[config.mk]
export PLATFORM = sky130hd
export DESIGN_NAME = motor_feedback_estimator_core
export DESIGN_NICKNAME = d
export VERILOG_FILES = /design/src/hw/rtl/mfe_pkg.sv /design/src/hw/rtl/motor_feedback_estimator_core.sv
export SDC_FILE = /design/constraint.sdc
export NUM_CORES = 1
export LEC_CHECK = 0
export ABC_AREA = 1
export BUFFER_PORTS_ARGS = -buffer_cell sky130_fd_sc_hd__buf_2
export CAP_MARGIN = 0
export CORE_ASPECT_RATIO = 1.5
export CORE_MARGIN = 5
export CORE_UTILIZATION = 45
export DETAILED_ROUTE_END_ITERATION = 12
export MAX_ROUTING_LAYER = met4
export SLEW_MARGIN = 20
export SYNTH_ARGS = -nofsm -noshare
export SYNTH_HDL_FRONTEND = slang
export SYNTH_SLANG_ARGS = --single-unit
export TNS_END_PERCENT = 100
[constraint.sdc]
create_clock -name clk -period 13.2 [get_ports clk]
set_input_delay 1.32 -clock clk [delete_from_list [all_inputs] [get_ports clk]]
set_output_delay 1.32 -clock clk [all_outputs]
set_load 0.03 [all_outputs]
[src/hw/rtl/mfe_pkg.sv]
// Shared types and constants for the motor feedback estimator.
// Pure declarations; no dependencies.
package mfe_pkg;

  // Encoder count
  localparam int unsigned CNT_W = 14;
  localparam int unsigned OFS_W = 14;
  localparam logic [OFS_W-1:0] OFS1_RESET = 14'd7226;

  // Configuration port
  localparam int unsigned APB_ADDR_W = 3;
  localparam int unsigned APB_DATA_W = 32;

  typedef enum logic [0:0] {
    REG_OFFSET_M0 = 1'b0,
    REG_OFFSET_M1 = 1'b1
  } reg_idx_t;

  // Angle conversion: round(x * 6.28 / 4) done as (x*157 + 50) / 100, with the
  // divide by 100 folded into a reciprocal M = ceil(2^29 / 100), exact for
  // every numerator below 2^22.
  localparam int unsigned ANG_SHIFT = 29;
  localparam int unsigned ANG_PROD_W = 44;
  localparam logic [31:0] MECH_MUL = 32'd842887470;   // 157 * M
  localparam logic [31:0] ELEC_MUL = 32'd3371549880;  // 628 * M
  localparam logic [31:0] ANG_RND = 32'd268435500;    // 50 * M
  localparam int unsigned ANG_W = 15;
  localparam int unsigned ELEC_CNT_W = 12;

  // Speed: count step to Q8 rad/s is d * 3925 / 4, EMA alpha 1/128
  localparam int unsigned SPD_W = 24;
  localparam int unsigned FILT_W = 25;
  localparam int unsigned SPD_PROD_W = 27;
  localparam logic [12:0] SPEED_GAIN = 13'd3925;
  localparam int unsigned EMA_SHIFT = 7;

  // Phase current output
  localparam int unsigned CUR_W = 14;

endpackage

[src/hw/rtl/motor_feedback_estimator_core.sv]
// Motor feedback estimator: encoder position, angles, filtered speed and
// phase currents per sample set. Depends on mfe_pkg.
//
//  channel  | handshake                     | contents
//  ---------+-------------------------------+-----------------------------------------
//  in       | in_valid / in_stall           | motor, encoder_word, adc_a/b/c
//  out      | out_valid / out_stall         | motor_out, position_count, mech_angle,
//           |                               | elec_phase, speed, current_a/b/c
//  cfg      | psel/penable/pwrite, pready=1 | encoder_offset_motor0/1 at 0x0 / 0x4
//
// One request per cycle while in_stall is low; the result is registered: all arithmetic
// sits between the input ports and the output register, and the per-motor speed state
// is read, updated and written back in the cycle a request is taken.
// Synchronous active-high reset clears the speed state and the output valid
// and loads the offset registers with their defaults (motor 1: 7226).
// in_stall rises only while a result is held and out_stall is high; a result
// being taken in the same cycle frees the register for the next request.
module motor_feedback_estimator_core #(
  parameter int ADC_BITS = 12,
  parameter int NUM_MOTORS = 2
) (
  input  logic clk,
  input  logic rst,

  // input channel
  input  logic in_valid,
  output logic in_stall,
  input  logic motor,
  input  logic [15:0] encoder_word,
  input  logic [ADC_BITS-1:0] adc_a,
  input  logic [ADC_BITS-1:0] adc_b,
  input  logic [ADC_BITS-1:0] adc_c,

  // output channel
  output logic out_valid,
  input  logic out_stall,
  output logic motor_out,
  output logic [mfe_pkg::CNT_W-1:0] position_count,
  output logic [mfe_pkg::ANG_W-1:0] mech_angle,
  output logic [mfe_pkg::ANG_W-1:0] elec_phase,
  output logic signed [mfe_pkg::SPD_W-1:0] speed,
  output logic signed [mfe_pkg::CUR_W-1:0] current_a,
  output logic signed [mfe_pkg::CUR_W-1:0] current_b,
  output logic signed [mfe_pkg::CUR_W-1:0] current_c,

  // configuration port
  input  logic psel,
  input  logic penable,
  input  logic pwrite,
  input  logic [mfe_pkg::APB_ADDR_W-1:0] paddr,
  input  logic [mfe_pkg::APB_DATA_W-1:0] pwdata,
  output logic [mfe_pkg::APB_DATA_W-1:0] prdata,
  output logic pready
);

  // Only two motor indexes can be addressed; a single-motor build folds both
  // onto entry zero.
  localparam int STATE_DEPTH = (NUM_MOTORS > 1) ? 2 : 1;
  localparam int SUM_W = (ADC_BITS + 3 > mfe_pkg::CUR_W) ? ADC_BITS + 3 : mfe_pkg::CUR_W;
  localparam logic [mfe_pkg::OFS_W-1:0] OFS1_INIT =
      (NUM_MOTORS > 1) ? mfe_pkg::OFS1_RESET : '0;

  // ---------------------------------------------------------------------------
  // Configuration registers
  // ---------------------------------------------------------------------------
  logic [mfe_pkg::OFS_W-1:0] offset0;
  logic [mfe_pkg::OFS_W-1:0] offset1;
  logic cfg_wr;
  mfe_pkg::reg_idx_t cfg_idx;

  assign pready = 1'b1;
  assign cfg_wr = psel & penable & pwrite;
  assign cfg_idx = mfe_pkg::reg_idx_t'(paddr[2]);

  always_ff @(posedge clk) begin
    if (rst) begin
      offset0 <= '0;
      offset1 <= OFS1_INIT;
    end else if (cfg_wr) begin
      unique case (cfg_idx)
        mfe_pkg::REG_OFFSET_M0: offset0 <= pwdata[mfe_pkg::OFS_W-1:0];
        mfe_pkg::REG_OFFSET_M1: begin
          // Motor 1 has no offset in a single-motor build: drop the write.
          if (NUM_MOTORS > 1) offset1 <= pwdata[mfe_pkg::OFS_W-1:0];
        end
        default: ;
      endcase
    end
  end

  always_comb begin
    unique case (cfg_idx)
      mfe_pkg::REG_OFFSET_M0: prdata = {{(mfe_pkg::APB_DATA_W-mfe_pkg::OFS_W){1'b0}}, offset0};
      mfe_pkg::REG_OFFSET_M1: prdata = {{(mfe_pkg::APB_DATA_W-mfe_pkg::OFS_W){1'b0}}, offset1};
      default:                prdata = '0;
    endcase
  end

  // ---------------------------------------------------------------------------
  // Handshake: one output register; take a request whenever it is empty or
  // being drained this cycle.
  // ---------------------------------------------------------------------------
  logic in_take;

  assign in_stall = out_valid & out_stall;
  assign in_take = in_valid & ~in_stall;

  // ---------------------------------------------------------------------------
  // Position count
  // ---------------------------------------------------------------------------
  logic m_idx;
  logic [mfe_pkg::OFS_W-1:0] offset_sel;
  logic [mfe_pkg::CNT_W-1:0] count;

  assign m_idx = (STATE_DEPTH > 1) ? motor : 1'b0;
  assign offset_sel = m_idx ? offset1 : offset0;
  assign count = encoder_word[mfe_pkg::CNT_W-1:0] + offset_sel;

  // ---------------------------------------------------------------------------
  // Angles: one constant multiply each, reciprocal divide folded in
  // ---------------------------------------------------------------------------
  logic [mfe_pkg::ANG_PROD_W-1:0] mech_prod;
  logic [mfe_pkg::ANG_PROD_W-1:0] elec_prod;
  logic [mfe_pkg::ANG_W-1:0] mech_q;
  logic [mfe_pkg::ANG_W-1:0] elec_q;

  assign mech_prod = mfe_pkg::ANG_PROD_W'(count) * mfe_pkg::ANG_PROD_W'(mfe_pkg::MECH_MUL)
                   + mfe_pkg::ANG_PROD_W'(mfe_pkg::ANG_RND);
  assign elec_prod = mfe_pkg::ANG_PROD_W'(count[mfe_pkg::ELEC_CNT_W-1:0])
                       * mfe_pkg::ANG_PROD_W'(mfe_pkg::ELEC_MUL)
                   + mfe_pkg::ANG_PROD_W'(mfe_pkg::ANG_RND);
  assign mech_q = mech_prod[mfe_pkg::ANG_SHIFT +: mfe_pkg::ANG_W];
  assign elec_q = elec_prod[mfe_pkg::ANG_SHIFT +: mfe_pkg::ANG_W];

  // ---------------------------------------------------------------------------
  // Speed: wrapped count step, scale, EMA
  // ---------------------------------------------------------------------------
  logic [mfe_pkg::CNT_W-1:0] last_count [STATE_DEPTH];
  logic signed [mfe_pkg::FILT_W-1:0] filtered_speed [STATE_DEPTH];

  logic signed [mfe_pkg::CNT_W-1:0] step_d;
  logic signed [mfe_pkg::SPD_PROD_W-1:0] spd_prod;
  logic signed [mfe_pkg::FILT_W-1:0] raw_speed;
  logic signed [mfe_pkg::FILT_W:0] ema_err;
  logic signed [mfe_pkg::FILT_W-mfe_pkg::EMA_SHIFT:0] ema_step;
  logic signed [mfe_pkg::FILT_W-1:0] filt_cur;
  logic signed [mfe_pkg::FILT_W-1:0] filt_next;

  // The 14-bit difference read as signed is the step wrapped into -8192..8191.
  assign step_d = $signed(count - last_count[m_idx]);
  assign spd_prod = $signed({{(mfe_pkg::SPD_PROD_W-mfe_pkg::CNT_W){step_d[mfe_pkg::CNT_W-1]}},
                             step_d})
                  * $signed({{(mfe_pkg::SPD_PROD_W-13){1'b0}}, mfe_pkg::SPEED_GAIN});
  // Dropping the two low bits of a two's complement value rounds toward minus infinity.
  assign raw_speed = spd_prod[mfe_pkg::SPD_PROD_W-1:2];
  assign filt_cur = filtered_speed[m_idx];
  assign ema_err = $signed({raw_speed[mfe_pkg::FILT_W-1], raw_speed})
                 - $signed({filt_cur[mfe_pkg::FILT_W-1], filt_cur});
  assign ema_step = ema_err[mfe_pkg::FILT_W:mfe_pkg::EMA_SHIFT];
  assign filt_next = filt_cur
                   + $signed({{(mfe_pkg::EMA_SHIFT-1){ema_step[mfe_pkg::FILT_W-mfe_pkg::EMA_SHIFT]}},
                              ema_step});

  always_ff @(posedge clk) begin
    if (rst) begin
      for (int i = 0; i < STATE_DEPTH; i++) begin
        last_count[i] <= '0;
        filtered_speed[i] <= '0;
      end
    end else if (in_take) begin
      last_count[m_idx] <= count;
      filtered_speed[m_idx] <= filt_next;
    end
  end

  // ---------------------------------------------------------------------------
  // Phase currents: 2x - y - z on the zero-extended samples
  // ---------------------------------------------------------------------------
  logic signed [SUM_W-1:0] sa;
  logic signed [SUM_W-1:0] sb;
  logic signed [SUM_W-1:0] sc;
  logic signed [SUM_W-1:0] cur_a;
  logic signed [SUM_W-1:0] cur_b;
  logic signed [SUM_W-1:0] cur_c;

  assign sa = $signed({{(SUM_W-ADC_BITS){1'b0}}, adc_a});
  assign sb = $signed({{(SUM_W-ADC_BITS){1'b0}}, adc_b});
  assign sc = $signed({{(SUM_W-ADC_BITS){1'b0}}, adc_c});
  assign cur_a = (sa <<< 1) - sb - sc;
  assign cur_b = (sb <<< 1) - sc - sa;
  assign cur_c = (sc <<< 1) - sa - sb;

  // ---------------------------------------------------------------------------
  // Output register
  // ---------------------------------------------------------------------------
  always_ff @(posedge clk) begin
    if (rst) begin
      out_valid <= 1'b0;
    end else if (in_take) begin
      out_valid <= 1'b1;
    end else if (!out_stall) begin
      out_valid <= 1'b0;
    end
  end

  always_ff @(posedge clk) begin
    if (in_take) begin
      motor_out <= motor;
      position_count <= count;
      mech_angle <= mech_q;
      elec_phase <= elec_q;
      speed <= filt_next[mfe_pkg::SPD_W-1:0];
      current_a <= cur_a[mfe_pkg::CUR_W-1:0];
      current_b <= cur_b[mfe_pkg::CUR_W-1:0];
      current_c <= cur_c[mfe_pkg::CUR_W-1:0];
    end
  end

endmodule

* Yosys cells after proc, flatten, opt, wreduce, memory -nomap -nowiden
Memories as Yosys holds them, arrays and structs flattened.
Cells that the tools add are included.
** Cells by class
- Equal/unequal tests :: 1
- Reduce and logical (&&, ||, !) cells :: 4
- Bitwise operators :: 6
- Multiplexer cells :: 15
- Multiply operators :: 3
- $add $sub $neg :: 12
** Operator list (number)
- $add 44x29->44 const B :: 2
- $pmux 32 s2 :: 1
- $mul 14x29->43 const B :: 1
- $sub 13x12->14 :: 3
- $sub 14x13->14 :: 3
- $mul 12x29->41 const B :: 1
- $mux 14 :: 2
- $mul 14x13->27 const B :: 1
- $sub 25x25->26 :: 1
- $add 25x19->25 :: 1
- $mux 25 :: 1
- $reduce_or 25->1 :: 1
- $add 14x14->14 :: 1
- $reduce_or 14->1 :: 1
- $sub 14x14->14 :: 1
- $mux 1 :: 11
- $and 1x1->1 :: 4
- $reduce_and 2->1 :: 2
- $ne 2x1->1 const B :: 1
- $not 1->1 :: 2
** Storage, ports and cells
- Memories :: 2
- Register bits :: 140
- Logic and storage cells :: 54
- Bits of input ports :: 95
- RAM bits :: 78
** Memory list
- filtered_speed :: depth 2, width 25, read ports 1, clocked after Yosys merged registers in 0, write ports 2, line motor_feedback_estimator_core.sv:139 : logic signed [mfe_pkg::FILT_W-1:0] filtered_speed [STATE_DEPTH];
- last_count :: depth 2, width 14, read ports 1, clocked after Yosys merged registers in 0, write ports 2, line motor_feedback_estimator_core.sv:138 : logic [mfe_pkg::CNT_W-1:0] last_count [STATE_DEPTH];

* Logic depth before layout (Yosys ltp)
- Depth in word-level cells :: 8
- Gate-level depth with buffers :: 66
- Gate-level depth less buffers :: 63

* Worst setup path after synthesis
OpenSTA, ideal clock, no wires.
- Path kind :: input-to-reg
- Start :: input motor
- End :: memory filtered_speed[0][21] (netlist bit), data pin
- Cell stages on the path :: 63
- Library setup time :: 0.266 ns
- Setup slack :: 1.365 ns
- Arrival :: 11.569 ns
- Required time :: 12.934 ns
- Buffers on the path :: 3
- Cell sequence :: clkbuf_1 > clkbuf_1 > clkbuf_1 > nand2_1 > o21ai_0 > ha_1 > fa_1 > nand3_1 > nand2_1 > nand3_1 > nand2_1 > a21oi_1 > o21bai_1 > nand2_1 > nand2_1 > a21oi_1 > or2_2 > nand2_1 > [27 not listed] > ha_1 > nand2_1 > nor2_1 > inv_1 > o21ai_0 > a31oi_1 > nand2_1 > xor2_1 > inv_1 > ha_1 > nand2_1 > o21ai_0 > a21oi_1 > o21ai_0 > nand3_1 > nand2_1 > xor2_1 > nor2_1
** RTL lines
- start: declaration :: line motor_feedback_estimator_core.sv:28 : input logic motor,
- end: declaration :: line motor_feedback_estimator_core.sv:139

==> summary.log <==
qor: yosys.synth_mux_area_share 0.328%
qor: grt.grt_pass1_wl 148,000 µm
qor: timing.timing.max_slew.rel_slack 33.1%
qor: yosys.yosys.area_share.simple 20.8%
qor: worst_hold_path.min_delay_worst_endpoint offset0[7]$_SDFFE_PP0P_
qor: timing.layout_min_cycle_time 11,920 ps
qor: timing.tightest_slew 1000 ps
qor: setup_path.timing.critical_path.max_delay_family adder cells
qor: clock_network.post_cts_hold_buffer_count 0
qor: layout.syn2layout_area_growth 9.37%
qor: yosys.total_standard_cell_area_after_synthesis 33,600 µm²
qor: setup_path.timing.reg2reg.worst_path_depth 56
qor: route.routed-via-count 27.4k
qor: yosys.post_synth_fa_ha_maj_area_fraction 37.4%
qor: floorplanning.dieWidth 233 µm
qor: timing.tns 0 ps
qor: layout.num-fill-cells 7,430
qor: timing.final-hold-violation-count 0
qor: yosys.sequential_element_share_of_the_synthesized_area 18.6%
qor: setup_path.critical_path.reg2reg.startpoint offset0[1]$_SDFFE_PP0P_
qor: clock_network.path_clk_slew 60 ps
qor: layout.finish.net_count 5,402
qor: setup_path.r2r_slack 2070 ps
qor: yosys.synthesis.instances 4,280
qor: yosys.synth_enable_flop_cells 189
qor: yosys.synth_area_leader_cell sky130_fd_sc_hd__fa_1
qor: setup_path.delay_of_the_slowest_critical_path_stage 550 ps
qor: grt.globalRoute.totalOverflow 0
qor: route.detailedRoute.firstPassIterationCount 7
qor: grt.grt_pass1_vias 28.4k
qor: yosys.synth-xor-area-share 4.04%
qor: floorplanning.initial_core_util 45.4%
qor: timing.final-max-slew-violation-count 0
qor: timing.fmax 83.9 MHz
qor: floorplanning.placement_rows 122
qor: yosys.post-synth-top-area-fraction 19.6%
qor: timing.final.setup_skew 35.9 ps
qor: route.via_to_cell_ratio 4.98
qor: placed_design.buffer_ports.inserted 199
qor: clock_network.clkLatencyLatePin 600 ps
qor: run.drv.max_cap_violation_count 0
qor: floorplanning.io-pin-count 241
qor: grt.groute.usage.overall 24.0%
qor: worst_hold_path.min-delay-start offset0[7]$_SDFFE_PP0P_
qor: setup_path.crit_arrival 12,340 ps
qor: setup_path.timing.setup.critical_path_class input pin to flip-flop
qor: placed_design.detailedPlacementHpwl 80,000 µm
qor: route.drtIter0Drc 1,309
qor: layout.final_cell_count_no_fill 5,514
qor: floorplanning.floorplan.die_area 80,300 µm²
qor: yosys.post-synth-top-count-cell sky130_fd_sc_hd__inv_1
qor: worst_hold_path.timing.hold.worst.class flip-flop to flip-flop
qor: setup_path.worstSetupStartpointType input pin
qor: clock_network.cts_setup_buffers 0
qor: status.status finished clean
qor: clock_network.postCtsResizedCells 0
qor: yosys.postSynthRegisterBits 218
qor: setup_path.worst_path_max_delay_cell sky130_fd_sc_hd__fa_1
qor: grt.grt_start_max_net_pins 76
qor: yosys.syn-mean-instance-area 7.84 µm²
qor: route.route.antenna.remaining_nets 0
qor: clock_network.tritoncts_num_sinks 218
qor: setup_path.critical_path_required 13,620 ps
qor: clock_network.htree_num_levels 1
qor: setup_path.path_max_fanout 29
qor: placed_design.numPlacedInstances 5,465
qor: floorplanning.die_h 345 µm
qor: route.drc 0
qor: worst_hold_path.hold_depth 2
qor: setup_path.worst_path_most_repeated_cell sky130_fd_sc_hd__nand2_1
qor: clock_network.cts_tree done
qor: yosys.synth_top_family_by_area adder cells
qor: yosys.post_synth_num_cell_types 56
qor: placed_design.finalWeightedCongestion 0.937
qor: route.routed_wire_length_per_instance 17.0 µm
qor: setup_path.worst_setup_path_end_kind flip-flop
qor: timing.setup_violations 0
qor: yosys.compound_gate_portion_of_the_synthesized_area 7.15%
qor: yosys.async_flop_share 0%
qor: yosys.warnings_from_yosys 0
qor: timing.grt_setup_unrepaired false
qor: grt.antenna_found_initial 2
qor: clock_network.cts_inserted_buffers 26
qor: clock_network.root_buffer sky130_fd_sc_hd__clkbuf_16
qor: yosys.post_synth_most_frequent_cells sky130_fd_sc_hd__inv_1 (957), sky130_fd_sc_hd__nand2_1 (900), sky130_fd_sc_hd__ha_1 (478)
qor: setup_path.timing.rr.end filtered_speed[1][22]$_SDFFCE_PN0P_
qor: setup_path.path_buf_inv 10
qor: yosys.synthTopCellsByArea sky130_fd_sc_hd__fa_1 (20%), sky130_fd_sc_hd__ha_1 (18%), sky130_fd_sc_hd__edfxtp_1 (17%)
qor: timing.fin_crit_sh 90.3%
qor: layout.share_of_post_route_cells_with_drive_strength_above_1 9.07%
qor: clock_network.cts.path.max_buffers 3
qor: floorplanning.fp.coreArea 73,900 µm²
qor: yosys.synth_ff_type sky130_fd_sc_hd__edfxtp_1
qor: route.drt_wl_total 93,500 µm
## cell type report
type	instances	area [µm²]	area share, %
Multi-Input combinational cell	3063	23600	64.1
Sequential cell	218	6260	17.0
Inverter	967	3630	9.89
Tap cell	992	1240	3.38
Timing Repair Buffer	225	1190	3.24
Clock buffer	29	662	1.80
Clock inverter	18	180	0.491
Antenna cell	2	5.00	0.0136
## kinds of logic (layout without fill, tap and decap cells)
family                   after synthesis  after routing
adder cells (fa/ha/maj)              806            806
multiplexers                          11             11
other                                  2             22
flip-flops                           218            218
AO/OA/AOI/OAI                        437            437
AND/OR/NAND/NOR                     1634           1634
buffers and inverters               1017           1239
XOR/XNOR                             155            155
## cell usage in the layout, fill, tap and decap left out, types with 16 or more instances in the layout
cell                        Yosys  final
sky130_fd_sc_hd__buf_2          0    199
sky130_fd_sc_hd__o21bai_1      16     16
sky130_fd_sc_hd__nor2_2        21     21
sky130_fd_sc_hd__nand4_1       37     37
sky130_fd_sc_hd__nor2_1       339    338
sky130_fd_sc_hd__edfxtp_1     189    189
sky130_fd_sc_hd__buf_4         19     26
sky130_fd_sc_hd__or2_2         31     31
sky130_fd_sc_hd__xnor2_1       46     46
sky130_fd_sc_hd__inv_1        957    956
sky130_fd_sc_hd__dfxtp_1       29     29
sky130_fd_sc_hd__conb_1         2     20
sky130_fd_sc_hd__ha_1         478    477
sky130_fd_sc_hd__nand2_2       44     44
sky130_fd_sc_hd__nor3_1        34     34
sky130_fd_sc_hd__nand3_1      164    162
sky130_fd_sc_hd__clkbuf_16      0     26
sky130_fd_sc_hd__a21o_1        17     17
sky130_fd_sc_hd__xor2_1       109    106
sky130_fd_sc_hd__a21oi_1      206    206
sky130_fd_sc_hd__fa_1         328    328
sky130_fd_sc_hd__o21ai_0      147    147
sky130_fd_sc_hd__nand2_1      900    898
sky130_fd_sc_hd__nand3b_1      31     31
## registers in the layout, indices dropped and copies added (netlist names)
register,cells
current_b,14
current_a,14
motor_out,1
offset1,14
last_count,28
mech_angle,15
current_c,14
offset0,14
speed,24
elec_phase,15
filtered_speed,50
out_valid,1
position_count,14
## worst max path at each step
stage               startpoint                             endpoint  slack (ps)  cells after the start
detailed placement       motor  filtered_speed[1][24]$_SDFFCE_PN0P_         780                     61
floorplan                motor  filtered_speed[0][21]$_SDFFCE_PN0P_        1370                     63
global placement         motor  filtered_speed[1][21]$_SDFFCE_PN0P_         890                     51
finish                   motor  filtered_speed[1][22]$_SDFFCE_PN0P_        1280                     58
global route             motor  filtered_speed[1][22]$_SDFFCE_PN0P_         140                     61
CTS                      motor  filtered_speed[1][22]$_SDFFCE_PN0P_        1300                     58
## routing by layer
layer / part of all wire, % / up-vias / track usage (%)
met2: 54 / 537 / 45.9
met1: 38 / 12900 / 25.6
li1: - / 13800 / -
met5: 0 / - / -
met3: 3.1 / 193 / 1.86
met4: 4.6 / 0 / 9.19
## through the flow
step                      area [µm²]  worst slack (ps)  hold WS (ps)  utilization [%]
final                          36700              1280           475             49.7
after floorplan                33600              1370           439                -
after CTS                      36700              1300           476             49.7
after detailed placement       35900               776           467             48.5
after global routing           36700               136           499             49.7
after global placement         35900               894           460             48.5
## worst min-delay path, delay by kind of cell, from the launching register on
kind / cells / cell delay, ps
buffers and inverters: 1 / 70
AOI/OAI and AO/OA: 1 / 60
DFF: 1 / 290
Power is left out: the tool's default activity adds up to more than one toggle a clock period on the data nets, which glitch-free logic cannot reach.
